**config.mk**
```make
export PLATFORM = sky130hd
export DESIGN_NAME = keypad_matrix_debounce_unit
export DESIGN_NICKNAME = d
export VERILOG_FILES = /design/src/rtl/kmd_pkg.sv /design/src/rtl/kmd_front.sv /design/src/rtl/kmd_queue.sv /design/src/rtl/kmd_back.sv /design/src/rtl/keypad_matrix_debounce_unit.sv
export SDC_FILE = /design/constraint.sdc
export NUM_CORES = 1
export LEC_CHECK = 0
export BUFFER_PORTS_ARGS = -buffer_cell sky130_fd_sc_hd__buf_2
export CAP_MARGIN = 15
export CORE_UTILIZATION = 45
export CTS_CLUSTER_SIZE = 8
export DETAILED_ROUTE_END_ITERATION = 10
export SLEW_MARGIN = 20
export SYNTH_ARGS = -nofsm -noshare
export SYNTH_HDL_FRONTEND = slang
export SYNTH_SLANG_ARGS = --single-unit
```
**constraint.sdc**
```tcl
create_clock -name clock -period 9.3 [get_ports clock]
set_input_delay 1.86 -clock clock [delete_from_list [all_inputs] [get_ports clock]]
set_output_delay 1.86 -clock clock [all_outputs]
set_load 0.01 [all_outputs]
```
**src/rtl/kmd_pkg.sv**
```systemverilog
`timescale 1ns / 1ps
`default_nettype none
// ----------------------------------------------------------------------------
// kmd_pkg: shared definitions of the keypad matrix debounce unit
// Matrix size, field widths, debounce phases, register indexes and the
// batch of events that passes from the front part to the back part.
// ----------------------------------------------------------------------------
package kmd_pkg;

   localparam int ROWS = 4;
   localparam int COLS = 4;

   localparam int ROW_IN_W    = 3;
   localparam int LEVEL_W     = 8;
   localparam int TIME_W      = 16;
   localparam int KEY_W       = 6;
   localparam int CSR_INDEX_W = 2;

   localparam int ROW_W = (ROWS > 1) ? $clog2(ROWS) : 1;
   localparam int COL_W = (COLS > 1) ? $clog2(COLS) : 1;

   // Event queue between front and back; depth is a power of two.
   localparam int QDEPTH = 2;
   localparam int QPTR_W = (QDEPTH > 1) ? $clog2(QDEPTH) : 1;
   localparam int QCNT_W = $clog2(QDEPTH + 1);

   localparam logic [TIME_W-1:0] CLOSING_MS_RESET = 16'd20;
   localparam logic [TIME_W-1:0] OPENING_MS_RESET = 16'd20;

   localparam logic [CSR_INDEX_W-1:0] CSR_CLOSING_MS = 2'd0;
   localparam logic [CSR_INDEX_W-1:0] CSR_OPENING_MS = 2'd1;

   typedef enum logic [1:0] {
      PH_OPENED  = 2'd0,
      PH_CLOSING = 2'd1,
      PH_CLOSED  = 2'd2,
      PH_OPENING = 2'd3
   } phase_type;

   // Events of one scanned row: which columns fire and in which direction.
   typedef struct packed {
      logic [ROW_W-1:0] row;
      logic [COLS-1:0]  events;
      logic [COLS-1:0]  pressed;
   } kmd_batch_type;

endpackage : kmd_pkg
`default_nettype wire

```
**src/rtl/kmd_front.sv**
```systemverilog
`timescale 1ns / 1ps
`default_nettype none
// ----------------------------------------------------------------------------
// kmd_front: row intake and per-key debounce
// Holds the debounce phase and start time of every key and the two timing
// registers. An accepted row in range updates its keys; events form a batch.
// ----------------------------------------------------------------------------
module kmd_front (
   input  wire logic                                 clock,
   input  wire logic                                 reset,
   input  wire logic                                 req_valid,
   output      logic                                 req_ready,
   input  wire logic [kmd_pkg::ROW_IN_W-1:0]         req_row,
   input  wire logic [kmd_pkg::LEVEL_W-1:0]          req_column_levels,
   input  wire logic [kmd_pkg::TIME_W-1:0]           req_now_ms,
   input  wire logic                                 csr_valid,
   output      logic                                 csr_ready,
   input  wire logic [kmd_pkg::CSR_INDEX_W-1:0]      csr_index,
   input  wire logic [kmd_pkg::TIME_W-1:0]           csr_wdata,
   input  wire logic                                 queue_full,
   output      logic                                 push,
   output      kmd_pkg::kmd_batch_type               push_batch
);
   import kmd_pkg::*;

   phase_type          phase_ff [ROWS][COLS];
   logic [TIME_W-1:0]  start_ff [ROWS][COLS];
   logic [TIME_W-1:0]  closing_ms_ff, closing_ms_in;
   logic [TIME_W-1:0]  opening_ms_ff, opening_ms_in;

   phase_type          lane_phase_in [COLS];
   logic               lane_start_wr [COLS];
   logic [TIME_W-1:0]  lane_elapsed  [COLS];
   logic [COLS-1:0]    lane_event;
   logic [COLS-1:0]    lane_pressed;

   logic               accept;
   logic               row_ok;
   logic [ROW_W-1:0]   row_idx;

   assign req_ready = !queue_full;
   assign csr_ready = 1'b1;
   assign accept    = req_valid && req_ready;
   assign row_ok    = ({1'b0, req_row} < (ROW_IN_W + 1)'(ROWS));
   assign row_idx   = req_row[ROW_W-1:0];

   // Each column is an independent lane of the scanned row.
   always_comb begin
      for (int c = 0; c < COLS; c++) begin
         lane_elapsed[c]  = req_now_ms - start_ff[row_idx][c];
         lane_phase_in[c] = phase_ff[row_idx][c];
         lane_start_wr[c] = 1'b0;
         lane_event[c]    = 1'b0;
         lane_pressed[c]  = 1'b0;
         unique case (phase_ff[row_idx][c])
            PH_OPENED: begin
               if (!req_column_levels[c]) begin
                  lane_phase_in[c] = PH_CLOSING;
                  lane_start_wr[c] = 1'b1;
               end
            end
            PH_CLOSING: begin
               if (req_column_levels[c]) begin
                  lane_phase_in[c] = PH_OPENED;
               end else if (lane_elapsed[c] >= closing_ms_ff) begin
                  lane_phase_in[c] = PH_CLOSED;
                  lane_event[c]    = 1'b1;
                  lane_pressed[c]  = 1'b1;
               end
            end
            PH_CLOSED: begin
               if (req_column_levels[c]) begin
                  lane_phase_in[c] = PH_OPENING;
                  lane_start_wr[c] = 1'b1;
               end
            end
            default: begin
               if (!req_column_levels[c]) begin
                  lane_phase_in[c] = PH_CLOSED;
               end else if (lane_elapsed[c] >= opening_ms_ff) begin
                  lane_phase_in[c] = PH_OPENED;
                  lane_event[c]    = 1'b1;
               end
            end
         endcase
      end
   end

   always_comb begin
      closing_ms_in = closing_ms_ff;
      opening_ms_in = opening_ms_ff;
      if (csr_valid && csr_ready) begin
         case (csr_index)
            CSR_CLOSING_MS: closing_ms_in = csr_wdata;
            CSR_OPENING_MS: opening_ms_in = csr_wdata;
            default: ;
         endcase
      end
   end

   always_ff @(posedge clock) begin
      if (reset) begin
         closing_ms_ff <= CLOSING_MS_RESET;
         opening_ms_ff <= OPENING_MS_RESET;
         for (int r = 0; r < ROWS; r++) begin
            for (int c = 0; c < COLS; c++) begin
               phase_ff[r][c] <= PH_OPENED;
            end
         end
      end else begin
         closing_ms_ff <= closing_ms_in;
         opening_ms_ff <= opening_ms_in;
         if (accept && row_ok) begin
            for (int c = 0; c < COLS; c++) begin
               phase_ff[row_idx][c] <= lane_phase_in[c];
            end
         end
      end
   end

   // Start times are always written before they are read, so no reset.
   always_ff @(posedge clock) begin
      if (accept && row_ok) begin
         for (int c = 0; c < COLS; c++) begin
            if (lane_start_wr[c]) begin
               start_ff[row_idx][c] <= req_now_ms;
            end
         end
      end
   end

   assign push               = accept && row_ok && (lane_event != '0);
   assign push_batch.row     = row_idx;
   assign push_batch.events  = lane_event;
   assign push_batch.pressed = lane_pressed;

endmodule : kmd_front
`default_nettype wire

```
**src/rtl/kmd_queue.sv**
```systemverilog
`timescale 1ns / 1ps
`default_nettype none
// ----------------------------------------------------------------------------
// kmd_queue: event batch queue
// A short first-in first-out store of event batches that lets the front
// part and the back part stall independently.
// ----------------------------------------------------------------------------
module kmd_queue (
   input  wire logic                    clock,
   input  wire logic                    reset,
   input  wire logic                    push,
   input  wire kmd_pkg::kmd_batch_type  push_batch,
   output      logic                    full,
   input  wire logic                    pop,
   output      logic                    head_valid,
   output      kmd_pkg::kmd_batch_type  head_batch
);
   import kmd_pkg::*;

   kmd_batch_type        slot_ff [QDEPTH];
   logic [QPTR_W-1:0]    wr_ptr_ff, wr_ptr_in;
   logic [QPTR_W-1:0]    rd_ptr_ff, rd_ptr_in;
   logic [QCNT_W-1:0]    count_ff, count_in;
   logic                 do_push, do_pop;

   assign full       = (count_ff == QCNT_W'(QDEPTH));
   assign head_valid = (count_ff != '0);
   assign head_batch = slot_ff[rd_ptr_ff];
   assign do_push    = push && !full;
   assign do_pop     = pop && head_valid;

   // Pointers wrap on their own because the depth is a power of two.
   always_comb begin
      wr_ptr_in = do_push ? wr_ptr_ff + 1'b1 : wr_ptr_ff;
      rd_ptr_in = do_pop  ? rd_ptr_ff + 1'b1 : rd_ptr_ff;
      count_in  = count_ff;
      if (do_push && !do_pop) begin
         count_in = count_ff + 1'b1;
      end else if (do_pop && !do_push) begin
         count_in = count_ff - 1'b1;
      end
   end

   always_ff @(posedge clock) begin
      if (reset) begin
         wr_ptr_ff <= '0;
         rd_ptr_ff <= '0;
         count_ff  <= '0;
      end else begin
         wr_ptr_ff <= wr_ptr_in;
         rd_ptr_ff <= rd_ptr_in;
         count_ff  <= count_in;
      end
   end

   always_ff @(posedge clock) begin
      if (do_push) begin
         slot_ff[wr_ptr_ff] <= push_batch;
      end
   end

endmodule : kmd_queue
`default_nettype wire

```
**src/rtl/kmd_back.sv**
```systemverilog
`timescale 1ns / 1ps
`default_nettype none
// ----------------------------------------------------------------------------
// kmd_back: event serializer
// Takes event batches from the queue and sends their events, lowest column
// first, one per cycle unless stalled, through a registered result stage.
// ----------------------------------------------------------------------------
module kmd_back (
   input  wire logic                    clock,
   input  wire logic                    reset,
   input  wire logic                    head_valid,
   input  wire kmd_pkg::kmd_batch_type  head_batch,
   output      logic                    pop,
   output      logic                    rsp_valid,
   input  wire logic                    rsp_ready,
   output      logic [kmd_pkg::KEY_W-1:0] rsp_key_code,
   output      logic                    rsp_pressed,
   output      logic                    rsp_last
);
   import kmd_pkg::*;

   logic               work_valid_ff, work_valid_in;
   logic [ROW_W-1:0]   work_row_ff, work_row_in;
   logic [COLS-1:0]    work_mask_ff, work_mask_in;
   logic [COLS-1:0]    work_pressed_ff, work_pressed_in;

   logic               rsp_valid_ff, rsp_valid_in;
   logic [KEY_W-1:0]   rsp_key_code_ff, rsp_key_code_in;
   logic               rsp_pressed_ff, rsp_pressed_in;
   logic               rsp_last_ff, rsp_last_in;

   logic               out_free;
   logic               emit;
   logic [COL_W-1:0]   pick;
   logic [COLS-1:0]    rest;

   always_comb begin
      pick = '0;
      for (int c = COLS - 1; c >= 0; c--) begin
         if (work_mask_ff[c]) begin
            pick = COL_W'(c);
         end
      end
   end

   // Clearing the lowest set bit leaves the events still to be sent.
   assign rest     = work_mask_ff & (work_mask_ff - 1'b1);
   assign out_free = !rsp_valid_ff || rsp_ready;
   assign emit     = work_valid_ff && out_free;
   assign pop      = head_valid && (!work_valid_ff || (emit && (rest == '0)));

   always_comb begin
      work_valid_in   = work_valid_ff;
      work_row_in     = work_row_ff;
      work_mask_in    = work_mask_ff;
      work_pressed_in = work_pressed_ff;
      if (pop) begin
         work_valid_in   = 1'b1;
         work_row_in     = head_batch.row;
         work_mask_in    = head_batch.events;
         work_pressed_in = head_batch.pressed;
      end else if (emit) begin
         work_valid_in = (rest != '0);
         work_mask_in  = rest;
      end

      rsp_valid_in    = rsp_valid_ff && !rsp_ready;
      rsp_key_code_in = rsp_key_code_ff;
      rsp_pressed_in  = rsp_pressed_ff;
      rsp_last_in     = rsp_last_ff;
      if (emit) begin
         rsp_valid_in    = 1'b1;
         rsp_key_code_in = KEY_W'(KEY_W'(work_row_ff) * KEY_W'(COLS)) + KEY_W'(pick);
         rsp_pressed_in  = work_pressed_ff[pick];
         rsp_last_in     = (rest == '0);
      end
   end

   always_ff @(posedge clock) begin
      if (reset) begin
         work_valid_ff <= 1'b0;
         rsp_valid_ff  <= 1'b0;
      end else begin
         work_valid_ff <= work_valid_in;
         rsp_valid_ff  <= rsp_valid_in;
      end
   end

   always_ff @(posedge clock) begin
      work_row_ff     <= work_row_in;
      work_mask_ff    <= work_mask_in;
      work_pressed_ff <= work_pressed_in;
      rsp_key_code_ff <= rsp_key_code_in;
      rsp_pressed_ff  <= rsp_pressed_in;
      rsp_last_ff     <= rsp_last_in;
   end

   assign rsp_valid    = rsp_valid_ff;
   assign rsp_key_code = rsp_key_code_ff;
   assign rsp_pressed  = rsp_pressed_ff;
   assign rsp_last     = rsp_last_ff;

endmodule : kmd_back
`default_nettype wire

```
**src/rtl/keypad_matrix_debounce_unit.sv**
```systemverilog
`timescale 1ns / 1ps
`default_nettype none
// ----------------------------------------------------------------------------
// keypad_matrix_debounce_unit: matrix keypad scanner with per-key debounce
// Debounces every key of the scanned rows and reports key-down and key-up
// events with their key codes.
// ----------------------------------------------------------------------------
//   Channel   Direction   Carries
//   req_      in          row, column levels, time in ms (one scanned row)
//   rsp_      out         key code, pressed flag, last flag (one event)
//   csr_      in          register index and write data
//
// The front part takes a row whenever the event queue has room and updates
// the row's keys at once. The back part sends one event a cycle while the
// result channel is not stalled, so a row with n events yields n items.
// Reset sets all keys open and both timing registers to 20 ms.
// A stalled result channel fills the two-entry queue and then holds off req_.
// ----------------------------------------------------------------------------
module keypad_matrix_debounce_unit (
   input  wire logic                              clock,
   input  wire logic                              reset,
   input  wire logic                              req_valid,
   output      logic                              req_ready,
   input  wire logic [kmd_pkg::ROW_IN_W-1:0]      req_row,
   input  wire logic [kmd_pkg::LEVEL_W-1:0]       req_column_levels,
   input  wire logic [kmd_pkg::TIME_W-1:0]        req_now_ms,
   output      logic                              rsp_valid,
   input  wire logic                              rsp_ready,
   output      logic [kmd_pkg::KEY_W-1:0]         rsp_key_code,
   output      logic                              rsp_pressed,
   output      logic                              rsp_last,
   input  wire logic                              csr_valid,
   output      logic                              csr_ready,
   input  wire logic [kmd_pkg::CSR_INDEX_W-1:0]   csr_index,
   input  wire logic [kmd_pkg::TIME_W-1:0]        csr_wdata
);
   import kmd_pkg::*;

   logic           push;
   kmd_batch_type  push_batch;
   logic           queue_full;
   logic           pop;
   logic           head_valid;
   kmd_batch_type  head_batch;

   kmd_front u_front (
      .clock             (clock),
      .reset             (reset),
      .req_valid         (req_valid),
      .req_ready         (req_ready),
      .req_row           (req_row),
      .req_column_levels (req_column_levels),
      .req_now_ms        (req_now_ms),
      .csr_valid         (csr_valid),
      .csr_ready         (csr_ready),
      .csr_index         (csr_index),
      .csr_wdata         (csr_wdata),
      .queue_full        (queue_full),
      .push              (push),
      .push_batch        (push_batch)
   );

   kmd_queue u_queue (
      .clock      (clock),
      .reset      (reset),
      .push       (push),
      .push_batch (push_batch),
      .full       (queue_full),
      .pop        (pop),
      .head_valid (head_valid),
      .head_batch (head_batch)
   );

   kmd_back u_back (
      .clock        (clock),
      .reset        (reset),
      .head_valid   (head_valid),
      .head_batch   (head_batch),
      .pop          (pop),
      .rsp_valid    (rsp_valid),
      .rsp_ready    (rsp_ready),
      .rsp_key_code (rsp_key_code),
      .rsp_pressed  (rsp_pressed),
      .rsp_last     (rsp_last)
   );

endmodule : keypad_matrix_debounce_unit
`default_nettype wire

```
# --- Yosys cells after proc, flatten, opt, wreduce, memory -nomap -nowiden ---
# Memory sizes are Yosys's and may differ from the RTL's. A register that Yosys moved wholly into a read port is not among the register bits.
# Index checks and enable logic that the tools add are counted.
totals:
  regBits: 56
  ram_bits: 308
  inputBits: 50
  out_inout_bits: 11
  wordCells: 185
  mem_count: 3
op_classes:
  add_sub_neg: 10
  n_lt_le_gt_ge: 10
  eq_ne: 10
  muxes: 101
  bitwise_logic: 1
  n_reduce_logical: 37
mem_list:
  columns: ["name", "depth", "word_bits", "rd", "rd_clocked_by_memory_dff", "write_ports", "line_no", "source"]
  rows:
  - ["u_front.start_ff", 4, 64, 1, 0, 1, "kmd_front.sv:27", "logic [TIME_W-1:0] start_ff [ROWS][COLS];"]
  - ["u_front.phase_ff", 4, 8, 1, 0, 4, "kmd_front.sv:26", "phase_type phase_ff [ROWS][COLS];"]
  - ["u_queue.slot_ff", 2, 10, 1, 1, 1, "kmd_queue.sv:20", "kmd_batch_type slot_ff [QDEPTH];"]
op_table:
  columns: ["op", "n"]
  rows:
  - ["16-bit greater-or-equal comparator", 8]
  - ["16-bit subtractor", 4]
  - ["2-bit two-way mux", 31]
  - ["1-bit two-way mux", 54]
  - ["2-bit case mux with 3 select lines", 4]
  - ["1-bit case mux with 2 select lines", 8]
  - ["1-bit logical AND", 11]
  - ["2-bit by 1-bit == test with 1-bit output, second input constant", 5]
  - ["2-bit == test, second input constant", 5]
  - ["2-bit zero test", 5]
  - ["4-bit two-way mux", 2]
  - ["8-bit two-way mux", 1]
  - ["4-bit nonzero test", 2]
  - ["2-bit OR reduction", 4]
  - ["8-bit OR reduction", 1]
  - ["1-bit zero test", 6]
  - ["2-bit nonzero test", 3]
  - ["4-bit by 2-bit adder with 5-bit output", 1]
  - ["4-bit AND", 1]
  - ["4-bit zero test", 1]
  - ["2-bit AND reduction", 2]
  - ["4-bit by 1-bit subtractor with 4-bit output, second input constant", 1]
  - ["2-bit by 3-bit < comparator with 1-bit output, second input constant", 1]
  - ["3-bit < comparator, second input constant", 1]
  - ["5 further kinds", 7]

# --- Longest topological paths before layout ---
# An unclocked memory read counts as a cell.
logic_depth:
  depth_word: 13
  depth_mapped: 29
  depth_no_buf: 25

# --- By module ---
# From an unflattened synthesis, not the netlist that was laid out.
hier_totals:
  hier_cells: 1473
  area_unflattened_um2: 19302.3
by_module_without_submodules:
  columns: ["module", "instances", "cells_per_inst", "area_per_inst_um2"]
  rows:
  - ["kmd_front", 1, 1355, 17551.8]
  - ["kmd_queue", 1, 56, 938.4]
  - ["kmd_back", 1, 62, 812.0]

# --- Worst setup path after synthesis ---
# No wires, ideal clock.
synth_timing:
  path_type: "input -> register"
  from: "input port req_row[1] (netlist name)"
  to: "register u_queue.count_ff[1]"
  setup_ns: 0.070
  arrival_ns: 8.079
  required_time_ns: 9.230
  path_slack_ns: 1.151
  cell_stages: 28
  path_buffers: 4
  path_cell_list: "clkbuf_1 > clkbuf_1 > buf_1 > clkbuf_1 > mux4_2 > ha_1 > inv_1 > fa_1 > a21o_1 > a21o_1 > a2111oi_4 > o21ai_1 > or4_1 > a31o_1 > a21oi_2 > xnor2_1 > ha_1 > a21oi_1 > nand2_1 > a221oi_1 > a21oi_2 > a41oi_1 > o2111ai_2 > o21bai_1 > inv_1 > ha_1 > or3_1 > a21oi_1"
synth_via:
  elab_chain_cells: 12
  word_cells_on_any_way: 60
  cone_classes: "add/sub: 4; order compare: 9; eq/ne: 8; mux: 21; reduce/logical: 16; memory: 2"
synth_rtl:
  columns: ["item", "line_no", "source"]
  rows:
  - ["from (decl)", "keypad_matrix_debounce_unit.sv:24", "input wire logic [kmd_pkg::ROW_IN_W-1:0] req_row,"]
  - ["memory 4 x 64 bit", null, null]
  - ["16-bit subtractor", "kmd_front.sv:50", "lane_elapsed[c] = req_now_ms - start_ff[row_idx][c];"]
  - ["16-bit greater-or-equal comparator (on tied branches)", "kmd_front.sv:80, kmd_front.sv:65", null]
  - ["1-bit two-way mux (on tied branches)", "kmd_front.sv:80, kmd_front.sv:65", null]
  - ["1-bit two-way mux (on tied branches)", "kmd_front.sv:78, kmd_front.sv:63", null]
  - ["1-bit case mux with 2 select lines", "kmd_front.sv:55", "unique case (phase_ff[row_idx][c])"]
  - ["4-bit nonzero test", "kmd_front.sv:132", "assign push = accept && row_ok && (lane_event != '0);"]
  - ["1-bit logical AND (*)", "kmd_front.sv:132", null]
  - ["1-bit logical AND (*)", "kmd_queue.sv:29", "assign do_push = push && !full;"]
  - ["via u_queue.do_push", "kmd_queue.sv:24", "logic do_push, do_pop;"]
  - ["1-bit zero test", "kmd_queue.sv:39", "end else if (do_pop && !do_push) begin"]
  - ["1-bit logical AND", "kmd_queue.sv:39", null]
  - ["2-bit nonzero test (no line)", null, null]
  - ["to (signal assigned)", "kmd_queue.sv:52", "count_ff <= count_in;"]
  - ["to (decl)", "kmd_queue.sv:23", "logic [QCNT_W-1:0] count_ff, count_in;"]
# The timed path passes the listed nets; every way through them passes the cells marked *.
# A chain may end at the register's enable or synchronous reset.

# --- Worst setup path in the final report ---
layout_timing:
  from: "input port req_row[0] (netlist name)"
  to: "register u_queue.count_ff[1]"
# Same word-level chain as after synthesis.

==> flow_summary_export.csv <==
group,metric,value,unit
outcome,status,"complete, no violations",
routing,drcViolationCount,0,
clock_tree,tritoncts,"yes",
power_and_ir_drop,pwr-share-clk,0.367,
yosys,ys_types,68,
clock_tree,clk_pin_slew_worst_paths,0.05,ns
routing,vias_per_cell,5.656,
worst_setup_path,end_kind,"flip-flop",
routing,drt-wirelength-per-cell,20.57,µm
timing,min_period,7.725,ns
grt,gr-total-overflow,0,
timing,finalCritPeriodShare,0.8307,
worst_hold_path,worstHoldPathCells,0,
final_layout,fillers,3596,
die,die_h,208.9,µm
final_layout,final_core_util,0.5151,
power_and_ir_drop,swShare,0.2752,
clock_tree,cts_resized,0,
power_and_ir_drop,p_sw,1225,µW
clock_tree,postCtsHoldBufs,0,
timing,worst_pin_slew,1.006,ns
worst_setup_path,startpoint_type,"input pin",
place,hpwl,32280,µm
final_layout,nets,1833,
worst_setup_path,required,9.79,ns
worst_hold_path,hold_end,"u_back.rsp_key_code[2]",
clock_tree,clock_path_buffers,3,
clock_tree,insertion_delay,0.59,ns
place,postPlaceCellArea,20270,µm²
worst_setup_path,worstReg2RegEnd,"u_queue.count_ff[1]",
worst_setup_path,r2r_setup_slack,3.11,ns
power_and_ir_drop,powerDensity,205.6,nW/µm²
timing,fin_skew,0.02442,ns
die,coreArea,42040,µm²
timing,slew_headroom,0.3270,
routing,routed_wirelength,43870,µm
place,portBuffers,53,
clock_tree,clkSinkCount,363,
yosys,synth_edf_count,324,
yosys,mappedNetlistArea,19260,µm²
timing,slew_viol_final,0,
routing,postRouteAntennaNets,0,
final_layout,final_area,21650,µm²
routing,vias,12070,
timing,hold_viol,0,
timing,rsz0062_at_grt,"no",
clock_tree,post_cts_buffers,0,
grt,grt_first_pass_wirelength,67610,µm
yosys,syn_inst,1489,
timing,fmax,129.4,MHz
die,row_count,75,
yosys,yosys_register_bits,363,
worst_setup_path,r2r-start,"u_front.start_ff[0][18]",
place,dpl.cell_count,2072,
grt,grt_pass1_vias,12120,
grt,antenna_found_initial,1,
power_and_ir_drop,p_leak,0.008128,µW
final_layout,regArea,10510,µm²
worst_setup_path,r2r_cells,23,
power_and_ir_drop,p_int,3227,µW
clock_tree,htreeDepth,2,
yosys,ys_warn_count,0,
final_layout,multi_input_area,8185,µm²
grt,grt_use_total,0.2050,
timing,setup_violations,0,
power_and_ir_drop,power,4453,µW
worst_setup_path,cp_max_fo,25,
routing,dr.pass1.iters,6,
timing,fin_setup_tns,0,ns
final_layout,stdcell_count,2133,
clock_tree,cts.root.buffer_cell,"clkbuf_16",
clock_tree,numCtsBuffers,51,
power_and_ir_drop,p_seq_frac,0.430,
final_layout,syn_to_final_growth,12.44,%
die,initial_core_util,0.4581,
yosys,syn_avg_cell_area,12.93,µm²
die,die_area,43630,µm²
final_layout,drive_gt1_frac,0.1444,
worst_hold_path,hold_class,"reg2reg",
die,die_w,208.9,µm
grt,grt_max_degree,49,
routing,drtIter0Drc,949,
job,max_cap_violations,0,
yosys,synthArstFlopShare,0,
power_and_ir_drop,peakVddDrop,142.9,µV
worst_setup_path,arrival,8.22,ns
yosys,ys.flop_type,"edfxtp_1",
worst_hold_path,min_from,"u_back.work_row_ff[0]",
yosys,ys_seq_area_frac,0.5457,
place,gp_congestion,0.8464,
worst_setup_path,path_class,"in2reg",
power_and_ir_drop,p_comb_frac,0.203,
die,io_pins,61,
[critical path, cell delays in order]
cell and delay, ns:
buf_4 0.42, buf_4 0.50, mux4_2 0.55, inv_1 0.09
ha_1 0.27, a2111o_1 0.38, o21ai_0 0.42, o21a_1 0.26
o31ai_1 0.13, a311o_1 0.46, ha_1 0.33, nand4_1 0.17
nor4_1 0.12, a221oi_1 0.39, a21oi_2 0.16, a41oi_1 0.28
o2111ai_2 0.20, o21bai_1 0.28, inv_1 0.08, ha_1 0.32
or3_1 0.35, a21oi_1 0.14
[routing by layer]
metal	wire length (µm)	track usage	vias up	share of wire
met2	20000	0.3254	269	0.46
met1	20600	0.2859	5944	0.47
li1	-	-	5789	-
met3	2048	0.03126	63	0.047
met5	0	0	-	0
met4	1218	0.07556	0	0.028
[worst max path at each step]
stage               startpoint                   to  slack [ns]  depth (start not counted)
floorplan           req_row[1]  u_queue.count_ff[1]        1.15                         28
detailed placement  req_row[0]  u_queue.count_ff[1]        0.93                         22
global placement    req_row[0]  u_queue.count_ff[1]        1.03                         23
global route        req_row[0]  u_queue.count_ff[1]        1.09                         22
CTS                 req_row[0]  u_queue.count_ff[1]        1.52                         22
finish              req_row[0]  u_queue.count_ff[1]        1.57                         22
[metrics by stage]
| stage | setup WS (ns) | hold WS [ns] |
|---|---|---|
| detailed placement | 0.9346 | 0.4056 |
| CTS | 1.520 | 0.4176 |
| finish | 1.575 | 0.4160 |
| global route | 1.093 | 0.4213 |
| floorplan | 1.151 | 0.4003 |
| global placement | 1.027 | 0.4091 |
[synthesized netlist by cell type, types with 6 or more instances]
cell type,number,area share
o21bai_1,6,0.0023
mux4_2,73,0.085
nor2b_1,15,0.0049
a211oi_1,15,0.0058
ha_1,193,0.13
a211o_1,9,0.0041
or3_1,11,0.0036
inv_1,118,0.023
xnor2_1,34,0.015
a31oi_1,11,0.0036
nor3_1,16,0.0042
nand4_1,13,0.0042
a21oi_1,104,0.027
nor2_1,107,0.021
clkbuf_1,22,0.0043
dfxtp_1,39,0.041
mux2_2,7,0.0041
edfxtp_1,324,0.51
o21ai_0,56,0.015
nand2b_1,19,0.0062
xor2_1,21,0.0096
nand3_1,17,0.0044
nand2_1,125,0.024
a21o_1,23,0.0090
o21a_1,9,0.0035
[kinds of logic after synthesis]
| family | count (synthesis) | share of synthesized area |
|---|---|---|
| flip-flops | 363 | 0.5457 |
| AO/OA/AOI/OAI | 281 | 0.09271 |
| XOR/XNOR | 55 | 0.02501 |
| other | 2 | 0.0003900 |
| adder cells (fa/ha/maj) | 197 | 0.1295 |
| buffers and inverters | 153 | 0.03105 |
| multiplexers | 84 | 0.09154 |
| AND/OR/NAND/NOR | 354 | 0.08401 |
[power groups by stage]
stage	logic [µW]	registers (µW)	clock network, µW
after floorplan	630	1940	0
after global placement	875	1940	0
after detailed placement	905	1940	0
after CTS	910	1910	1670
after global routing	1020	1920	1740
final	906	1910	1630
[final cells by class]
| class | instances | area share |
|---|---|---|
| sequential | 363 | 0.4854 |
| multi-input combinational | 974 | 0.3780 |
| clock buffer | 57 | 0.06142 |
| tap | 539 | 0.03114 |
| timing repair buffer | 78 | 0.02115 |
| inverter | 118 | 0.02045 |
| clock inverter | 3 | 0.002369 |
| antenna | 1 | 0.0001156 |
[cells in the final DEF (no fill, tap or decap), types with 5 or more instances in the layout]
cell       count
or3_1         11
mux4_2        73
xnor2_1       34
a21oi_1      104
o21bai_1       6
a31oi_1       11
xor2_1        21
nand2_1      125
o21ai_0       56
nand4_1       13
o21a_1         9
nor2b_1       15
a211o_1        9
buf_4         27
ha_1         193
nor2_1       107
nor4_1         5
dfxtp_1       39
buf_2         51
clkbuf_16     52
nand3_1       17
nor3_1        12
o31ai_1        5
a211oi_1      15
a21o_1        23
inv_1        118
nand2b_1      19
mux2_2         7
a2111o_1       5
and2_1         5
edfxtp_1     324
[state kept, by name (all words and copies together) (netlist names), 2 cells and up, named ones only]
register / count
u_back.work_pressed_ff: 4
u_back.work_row_ff: 2
u_queue.count_ff: 2
u_back.rsp_key_code: 4
u_back.work_mask_ff: 4
u_front.start_ff: 256
u_queue.slot_ff: 20
u_front.closing_ms_ff: 16
u_front.opening_ms_ff: 16
u_front.phase_ff: 32
(Power assumes the default switching activity.)
